<file path="src/design/bpa_pkg.sv">
// ----------------------------------------------------------------------------
// bpa_pkg
// shared types and constants of the bitmap page allocator
// ----------------------------------------------------------------------------
package bpa_pkg;

	localparam int ADDR_W      = 32;
	localparam int LEN_W       = 32;
	localparam int PAGE_COUNT  = 4096;
	localparam int PAGE_SHIFT  = 12;
	localparam int WORD_BITS   = 64;
	localparam int BIT_IDX_W   = 6;
	localparam int WORD_COUNT  = (PAGE_COUNT + WORD_BITS - 1) / WORD_BITS;
	localparam int WORD_IDX_W  = (WORD_COUNT > 1) ? $clog2(WORD_COUNT) : 1;
	localparam int PAGE_IDX_W  = WORD_IDX_W + BIT_IDX_W;
	localparam int PAGE_NUM_W  = ADDR_W - PAGE_SHIFT;
	localparam int END_W       = PAGE_NUM_W + 2;
	localparam int LAST_BITS   = PAGE_COUNT - (WORD_COUNT - 1) * WORD_BITS;

	// bits of the last word that lie past the table, always seen as used
	localparam logic [WORD_BITS-1:0] TAIL_USED = (LAST_BITS == WORD_BITS) ? '0 :
		~((WORD_BITS'(1) << LAST_BITS) - WORD_BITS'(1));

	typedef enum logic [1:0] {
		OP_ALLOC     = 2'd0,
		OP_FREE      = 2'd1,
		OP_MARK_FREE = 2'd2,
		OP_MARK_USED = 2'd3
	} op_t;

	typedef enum logic [1:0] {
		MODE_ALLOC,
		MODE_CLEAR,
		MODE_SET
	} mode_t;

	// decoded request handed to the sequencer
	typedef struct packed {
		mode_t                 mode;
		logic                  empty;
		logic [WORD_IDX_W-1:0] first_word;
		logic [WORD_IDX_W-1:0] last_word;
		logic [BIT_IDX_W-1:0]  first_lo;
		logic [BIT_IDX_W-1:0]  last_hi;
	} req_t;

	typedef struct packed {
		logic busy;
		logic done;
	} seq_status_t;

	typedef struct packed {
		logic [ADDR_W-1:0] page_address;
		logic              out_of_memory;
	} result_t;

endpackage

</file>
<file path="src/design/bpa_ram.sv">
// ----------------------------------------------------------------------------
// bpa_ram
// generic simple dual port ram, one write port, one registered read port
// ----------------------------------------------------------------------------
module bpa_ram #(
	parameter int WIDTH = 64,
	parameter int DEPTH = 64
) (
	input  logic                                     clk,
	input  logic                                     we,
	input  logic [((DEPTH > 1) ? $clog2(DEPTH) : 1)-1:0] waddr,
	input  logic [WIDTH-1:0]                         wdata,
	input  logic                                     re,
	input  logic [((DEPTH > 1) ? $clog2(DEPTH) : 1)-1:0] raddr,
	output logic [WIDTH-1:0]                         rdata
);

	logic [WIDTH-1:0] mem_q [DEPTH];

	always_ff @(posedge clk) begin
		if (we) begin
			mem_q[waddr] <= wdata;
		end
		if (re) begin
			rdata <= mem_q[raddr];
		end
	end

endmodule

</file>
<file path="src/design/bpa_word_unit.sv">
// ----------------------------------------------------------------------------
// bpa_word_unit
// shared word unit: first free bit search and masked set or clear
// ----------------------------------------------------------------------------
module bpa_word_unit
	import bpa_pkg::*;
(
	input  logic [WORD_BITS-1:0] word_in,
	input  mode_t                mode,
	input  logic [BIT_IDX_W-1:0] lo,
	input  logic [BIT_IDX_W-1:0] hi,
	input  logic                 is_last,
	output logic [WORD_BITS-1:0] word_out,
	output logic                 hit,
	output logic [BIT_IDX_W-1:0] bit_idx
);

	logic [WORD_BITS-1:0] avail;
	logic [WORD_BITS-1:0] mask;
	logic [BIT_IDX_W-1:0] top_bit;

	always_comb begin
		top_bit = '1;
		avail   = ~(word_in | (is_last ? TAIL_USED : '0));
		mask    = ({WORD_BITS{1'b1}} << lo) & ({WORD_BITS{1'b1}} >> (top_bit - hi));
		hit     = |avail;
		// lowest free bit wins
		bit_idx = '0;
		for (int i = WORD_BITS - 1; i >= 0; i--) begin
			if (avail[i]) begin
				bit_idx = BIT_IDX_W'(i);
			end
		end
		case (mode)
			MODE_ALLOC: word_out = word_in | (WORD_BITS'(1) << bit_idx);
			MODE_CLEAR: word_out = word_in & ~mask;
			MODE_SET:   word_out = word_in | mask;
			default:    word_out = word_in;
		endcase
	end

endmodule

</file>
<file path="src/design/bpa_seq.sv">
// ----------------------------------------------------------------------------
// bpa_seq
// word sequencer: streams bitmap words through the word unit
// ----------------------------------------------------------------------------
module bpa_seq
	import bpa_pkg::*;
(
	input  logic        clk,
	input  logic        arst_n,
	input  logic        start,
	input  req_t        req,
	input  logic        res_ready,
	output seq_status_t status,
	output result_t     result
);

	typedef enum logic [1:0] {
		ST_IDLE,
		ST_SCAN,
		ST_DONE
	} state_t;

	state_t                state_q;
	req_t                  req_q;
	logic                  issue_q;
	logic [WORD_IDX_W-1:0] rd_addr_q;
	logic                  pend_s1;
	logic [WORD_IDX_W-1:0] addr_s1;
	logic [WORD_COUNT-1:0] word_valid_q;
	result_t               res_q;

	logic                  issue;
	logic                  consume;
	logic [WORD_BITS-1:0]  rdata;
	logic [WORD_BITS-1:0]  eff_word;
	logic [WORD_BITS-1:0]  new_word;
	logic [BIT_IDX_W-1:0]  lo;
	logic [BIT_IDX_W-1:0]  hi;
	logic                  is_last;
	logic                  hit;
	logic [BIT_IDX_W-1:0]  bit_idx;
	logic                  we;
	logic                  fin;

	always_comb begin
		issue    = (state_q == ST_SCAN) && issue_q;
		consume  = (state_q == ST_SCAN) && pend_s1;
		// a word never written reads as all used, whatever the ram holds
		eff_word = word_valid_q[addr_s1] ? rdata : '1;
		lo       = (addr_s1 == req_q.first_word) ? req_q.first_lo : '0;
		hi       = (addr_s1 == req_q.last_word) ? req_q.last_hi : '1;
		is_last  = (addr_s1 == WORD_IDX_W'(WORD_COUNT - 1));
		we       = consume && ((req_q.mode != MODE_ALLOC) || hit);
		fin      = consume && (((req_q.mode == MODE_ALLOC) && hit) ||
			(addr_s1 == req_q.last_word));
	end

	bpa_ram #(
		.WIDTH(WORD_BITS),
		.DEPTH(WORD_COUNT)
	) u_ram (
		.clk  (clk),
		.we   (we),
		.waddr(addr_s1),
		.wdata(new_word),
		.re   (issue),
		.raddr(rd_addr_q),
		.rdata(rdata)
	);

	bpa_word_unit u_unit (
		.word_in (eff_word),
		.mode    (req_q.mode),
		.lo      (lo),
		.hi      (hi),
		.is_last (is_last),
		.word_out(new_word),
		.hit     (hit),
		.bit_idx (bit_idx)
	);

	always_ff @(posedge clk or negedge arst_n) begin
		if (!arst_n) begin
			state_q      <= ST_IDLE;
			req_q        <= '0;
			issue_q      <= 1'b0;
			rd_addr_q    <= '0;
			pend_s1      <= 1'b0;
			addr_s1      <= '0;
			word_valid_q <= '0;
			res_q        <= '0;
		end else begin
			case (state_q)
				ST_IDLE: begin
					if (start) begin
						req_q     <= req;
						res_q     <= '0;
						pend_s1   <= 1'b0;
						rd_addr_q <= req.first_word;
						if (req.empty) begin
							issue_q <= 1'b0;
							state_q <= ST_DONE;
						end else begin
							issue_q <= 1'b1;
							state_q <= ST_SCAN;
						end
					end
				end
				ST_SCAN: begin
					pend_s1 <= issue;
					addr_s1 <= rd_addr_q;
					if (issue) begin
						if (rd_addr_q == req_q.last_word) begin
							issue_q <= 1'b0;
						end else begin
							rd_addr_q <= rd_addr_q + WORD_IDX_W'(1);
						end
					end
					if (we) begin
						word_valid_q[addr_s1] <= 1'b1;
					end
					if (fin) begin
						issue_q <= 1'b0;
						pend_s1 <= 1'b0;
						state_q <= ST_DONE;
						if (req_q.mode == MODE_ALLOC) begin
							if (hit) begin
								res_q.page_address <= ADDR_W'({addr_s1, bit_idx}) << PAGE_SHIFT;
							end else begin
								res_q.out_of_memory <= 1'b1;
							end
						end
					end
				end
				ST_DONE: begin
					if (res_ready) begin
						state_q <= ST_IDLE;
					end
				end
				default: begin
					state_q <= ST_IDLE;
				end
			endcase
		end
	end

	assign status.busy = (state_q != ST_IDLE);
	assign status.done = (state_q == ST_DONE);
	assign result      = res_q;

endmodule
</file>
<file path="config.mk">
export PLATFORM = sky130hd
export DESIGN_NAME = bpa_seq
export DESIGN_NICKNAME = d
export VERILOG_FILES = /design/src/design/bpa_pkg.sv /design/src/design/bpa_ram.sv /design/src/design/bpa_word_unit.sv /design/src/design/bpa_seq.sv
export SDC_FILE = /design/constraint.sdc
export NUM_CORES = 2
export LEC_CHECK = 0
export BUFFER_PORTS_ARGS = -buffer_cell sky130_fd_sc_hd__buf_4
export CAP_MARGIN = 10
export CORE_ASPECT_RATIO = 1.2
export CORE_MARGIN = 5
export CORE_UTILIZATION = 57
export DETAILED_ROUTE_END_ITERATION = 8
export PLACE_DENSITY = 0.79
export SLEW_MARGIN = 20
export SYNTH_ARGS = -nofsm -noshare
export SYNTH_HDL_FRONTEND = slang
export SYNTH_HIERARCHICAL = 1
export SYNTH_SLANG_ARGS = --single-unit
export TNS_END_PERCENT = 1
</file>
<file path="constraint.sdc">
create_clock -name clk -period 8 [get_ports clk]
set_input_delay 0.4 -clock clk [delete_from_list [all_inputs] [get_ports clk]]
set_output_delay 0.4 -clock clk [all_outputs]
set_load 0.02 [all_outputs]
</file>
# Word-level counts from Yosys, hierarchy flattened

Memories as Yosys holds them, arrays and structs flattened. A register that Yosys moved wholly into a read port is not among the register bits.
Cells that the tools add are included.
W data, S select, Z words.

ROM bits: 0
Bits in writable memories: 4096
Output and inout bits: 35
Input port bits: 31
Register bits after elaboration: 139
Memories kept: 1
Bits in latches: 0

Memory list:

| name        | depth | bits a word | read ports | clocked after memory_dff | wr ports | line          | RTL |
|---|---|---|---|---|---|---|---|
| u_ram.mem_q | 64    | 64          | 1          | 1                        | 1        | bpa_ram.sv:18 | `logic [WIDTH-1:0] mem_q [DEPTH];` |

$lt $le $gt $ge: 2
Multiplexer cells: 98
Add/sub/neg operators: 2
Multipliers: 0
Equal/unequal tests: 17
Reduce and logical (&&, ||, !) cells: 22
Bitwise gates (word level): 7
Shifts and indexed selects: 3
Divide/modulo/power cells: 0

Operator list:

| cell                    | number |
|---|---|
| $mux W6                 | 69 |
| $or A64 B64 Y64         | 3 |
| $pmux W64 S3            | 1 |
| $and A64 B64 Y64        | 2 |
| $not A64 Y64            | 2 |
| $mux W33                | 3 |
| $pmux W33 S2            | 1 |
| $mux W64                | 1 |
| $reduce_or A64 Y1       | 1 |
| $shl A1 B6 Y64 const A  | 1 |
| $shl A64 B6 Y64 const A | 1 |
| $shr A64 B6 Y64 const A | 1 |
| $mux W32                | 1 |
| $eq A6 B6 Y1            | 3 |
| $ne A2 B2 Y1 const B    | 7 |
| $mux W1                 | 12 |
| $pmux W6 S2             | 1 |
| $reduce_and A5 Y1       | 2 |
| $mux W2                 | 4 |
| $reduce_and A4 Y1       | 2 |
| $lt A6 B7 Y1 const B    | 1 |
| $add A6 B1 Y6 const B   | 1 |
| $bmux W1 S6             | 1 |
| $demux W1 S6            | 1 |
| 15 further kinds        | 29 |

# Depth between registers and ports, before layout

Depth after elaboration: 72
Depth in mapped cells: 21
Depth with buffers taken out: 14

# By module

Netlist, hierarchy kept.

By module, submodules not included:

| module        | times used | cells each | area each (um^2) | seq. area each (um^2) |
|---|---|---|---|---|
| bpa_ram       | 1          | 6598       | 156989.3         | 124919.8 |
| bpa_seq       | 1          | 632        | 6797.8           | 2977.9 |
| bpa_word_unit | 1          | 732        | 4239.1           | 0.0 |

# Worst setup path before layout

No wires, ideal clock.

Kind: register -> register
Start: register addr_s1[0]
End: memory u_ram.mem_q[48][0], enable pin
Slack: -0.404 ns
Stages on the path, launching flop included: 16
Data required time: 7.436 ns
Library setup time: 0.564 ns
Buffers on the path: 4
Arrival time: 7.840 ns
Cells stage by stage: dfrtp_1 -> buf_2 -> clkbuf_1 -> nand3_1 -> a21oi_2 -> buf_2 -> o31ai_2 -> buf_2 -> nand4_1 -> nor4_4 -> and2_1 -> nand2_1 -> nor3_1 -> nor3b_1 -> nand4b_1 -> nor3_1

Longest elaborated chain between the ends: 9

Ends and longest elaborated chain:

| item                          | line                | RTL |
|---|---|---|
| from (decl)                   | bpa_seq.sv:28       | `logic [WORD_IDX_W-1:0] addr_s1;` |
| from (signal assigned)        | bpa_seq.sv:111      | `addr_s1 <= rd_addr_q;` |
| $bmux W1 S6                   | bpa_seq.sv:49       | `eff_word = word_valid_q[addr_s1] ? rdata : '1;` |
| $mux W1 (implied by the code) | bpa_seq.sv:49       |  |
| $mux W64                      | bpa_seq.sv:49       |  |
| via eff_word[33]              | bpa_seq.sv:35       | `logic [WORD_BITS-1:0] eff_word;` |
| $not A64 Y64                  | bpa_word_unit.sv:24 | `avail = ~(word_in \| (is_last ? TAIL_USED : '0));` |
| $reduce_or A64 Y1             | bpa_word_unit.sv:26 | `hit = \|avail;` |
| via hit                       | bpa_seq.sv:40       | `logic hit;` |
| $logic_or A1 B1 Y1            | bpa_seq.sv:53       | `we = consume && ((req_q.mode != MODE_ALLOC) \|\| hit);` |
| $logic_and A1 B1 Y1           | bpa_seq.sv:53       |  |
| via we                        | bpa_seq.sv:42       | `logic we;` |
| $mux W1                       | bpa_ram.sv:21       | `if (we) begin` |
| $mux W1 (implied by the code) | bpa_ram.sv:22       | `mem_q[waddr] <= wdata;` |
| to (decl)                     | bpa_ram.sv:18       |  |

The timed path passes the listed nets, and every way through them passes these cells. The select of a mux whose other input is x is not followed.

# Worst setup path in the final report

Start: register addr_s1[1]
End: memory u_ram.mem_q[36][37], enable pin

Same word-level chain as after synthesis.

==> results.json <==
{
  "crit_top_cell": "buf_4",
  "min_path_cells": 3,
  "cp.required_ns": 8.50,
  "postRouteAntennaNets": 0,
  "r2r_start": "addr_s1[1]",
  "post_route_cells_drive_above_1_share_pct": 26.76,
  "reg2reg_to": "u_ram/mem_q[36][37]",
  "dp_slack_ns": 1.133,
  "setup_violations": 0,
  "cts_tree": "yes",
  "io_pins": 66,
  "clk_pin_slew_ns": 0.06,
  "hold_viol_final": 0,
  "grt_pass1_vias": 91070,
  "pwr_density_cell_nw_per_um2": 411.8,
  "cp-start-kind": "flop",
  "drv_slew": 0,
  "cts_inserted_buffers": 383,
  "die-area_um2": 305800,
  "routedWlPerCell_um": 40.36,
  "area_growth_pct": 12.56,
  "skew_ns": 0.08352,
  "grt_overflow": 0,
  "die_w_um": 505.6,
  "relSlewSlack_pct": 12.83,
  "cpMaxStageDelayCell": "dfrtp_1",
  "critPathKind": "reg -> reg",
  "num_rows": 218,
  "crit_fanout": 41,
  "grt_usage_pct": 32.81,
  "ir_drop_v": 0.0006676,
  "finalNetCount": 8317,
  "core_area_um2": 293800,
  "vias": 91270,
  "drtIter0Drc": 17320,
  "fin_total_pwr_mw": 77.89,
  "worstPathBufferInverterCount": 3,
  "rrSetupSlack_ns": 0.94,
  "drt_wl_total_um": 502800,
  "hp-start": "req[7]",
  "firstDrtPassIters": 6,
  "final_cell_mix": "4160 x edfxtp_1, 1036 x mux4_2, 389 x clkbuf_16, 257 x buf_4, 186 x nand2_1",
  "cts.path.max_buffers": 4,
  "slowest_delay_ns": 1.00,
  "setup_ws_ns": 0.9380,
  "drv_cap": 0,
  "netlist_instances": 7960,
  "place_hpwl_um": 272200,
  "worstPathCellList": "mux4_2 > and3_1 > nor4_4 > o221ai_4 > buf_4 > o31ai_1 > nand4_1 > nor4_1 > and2_1 > nand2_1 > nor3_1 > nor3b_2 > nor2b_1 > nand2_1 > buf_4 > nor2_4 > buf_4",
  "rsz0062_at_grt": "no",
  "syn_area_um2": 168000,
  "hp-class": "in -> reg",
  "ctsRootBufferMaster": "clkbuf_16",
  "yosys_warnings": 6,
  "vias_per_cell": 7.327,
  "final_common_cell": "edfxtp_1",
  "portBuffers": 45,
  "fmax_mhz": 141.6,
  "leakagePower_nw": 59.21,
  "clock-sinks": 4279,
  "post-route-drc-count": 0,
  "tightest_slew_ns": 1.291,
  "grt_max_degree": 122,
  "clk_latency_ns": 0.94,
  "post-route-period-util_pct": 88.28,
  "initial_utilization_pct": 57.19,
  "fin_util_pct": 64.38,
  "cpLargestDelayFamily": "simple AND/OR/NAND/NOR gates",
  "die_h_um": 604.7,
  "avgSynthCellArea_um2": 21.11,
  "gp_congestion": 0.9591,
  "htreeDepth": 5,
  "min_to": "req_q[7]",
  "antenna_found_initial": 52,
  "cp-end-kind": "flop",
  "fin_crit_ns": 7.062,
  "arrival_ns": 7.56,
  "post_cts_buffers": 0,
  "status": "finished clean",
  "grt_first_pass_wirelength_um": 708200,
  "r2r_cells": 17
}
[per-layer routing]
metal / share of wire (%) / wire, um / global-route usage, %
met3: 15 / 76830 / 9.967
met5: 0.052 / 263 / 0
met2: 48 / 239600 / 51.83
met4: 5.5 / 27860 / 14.35
met1: 31 / 158200 / 42.86
[metrics by stage]
step | std cells | cell area, um2 | hold slack [ns] | TNS [ns]
3_3_place_gp | 11720 | 176400 | 0.3712 | 0
5_1_grt | 12450 | 189100 | 0.2617 | 0
2_1_floorplan | 7979 | 168100 | 0.1044 | -24.21
4_1_cts | 12440 | 189000 | 0.2170 | 0
6_report | 12460 | 189100 | 0.2727 | 0
3_5_place_dp | 11720 | 176500 | 0.3773 | 0
[worst max-delay path by stage]
stage | from | end | slack [ns] | cells past startpoint
2_1_floorplan | addr_s1[2] | u_ram/mem_q[49][0] | -0.38 | 18
3_3_place_gp | addr_s1[1] | u_ram/mem_q[51][52] | 1.20 | 16
3_5_place_dp | addr_s1[1] | u_ram/mem_q[36][61] | 1.13 | 17
6_report | addr_s1[1] | u_ram/mem_q[36][37] | 0.94 | 17
5_1_grt | addr_s1[1] | u_ram/mem_q[53][52] | 0.74 | 16
4_1_cts | addr_s1[1] | u_ram/mem_q[36][37] | 1.03 | 17
[flip-flops by register name (all words and copies together), names as in the netlist]
name / flops
u_ram/mem_q: 4096
word_valid_q: 64
state_q: 2
issue_q: 1
req_q: 26
addr_s1: 6
result: 13
rd_addr_q: 6
pend_s1: 1
u_ram/rdata: 64
[what timing repair did]
| action | CTS | global route |
|---|---|---|
| endpoints found under the setup margin | 0 | 0 |
| hold buffers | 33 | 0 |
| gates resized for setup | 0 | 0 |
| hold endpoints to repair | 69 | 0 |
[worst register-to-register path, delay by kind of cell, from the launching register on]
kind | cells | cell delay (ns)
and+or+nand+nor | 11 | 2.81
AOI/OAI and AO/OA | 2 | 1.08
buffers and inverters | 3 | 1.08
DFF | 1 | 1.00
muxes | 1 | 0.61
[where the power goes]
part	switching [mW]	internal [mW]	leakage [nW]
sequential	0.498	30.0	38.4
combinational	20.1	8.84	14.8
clock	8.30	10.2	5.99
[final cells by class]
| type | count | area (um2) |
|---|---|---|
| diodes | 14 | 35.03 |
| clock buffers | 473 | 10050 |
| clock inverters | 219 | 2165 |
| fillers | 17310 | 104600 |
| inverters | 119 | 449.2 |
| multi-input cells | 3078 | 38750 |
| flip-flops and latches | 4279 | 127900 |
| well taps | 3850 | 4817 |
| repair buffers | 424 | 4943 |
(Power assumes the default switching activity.)
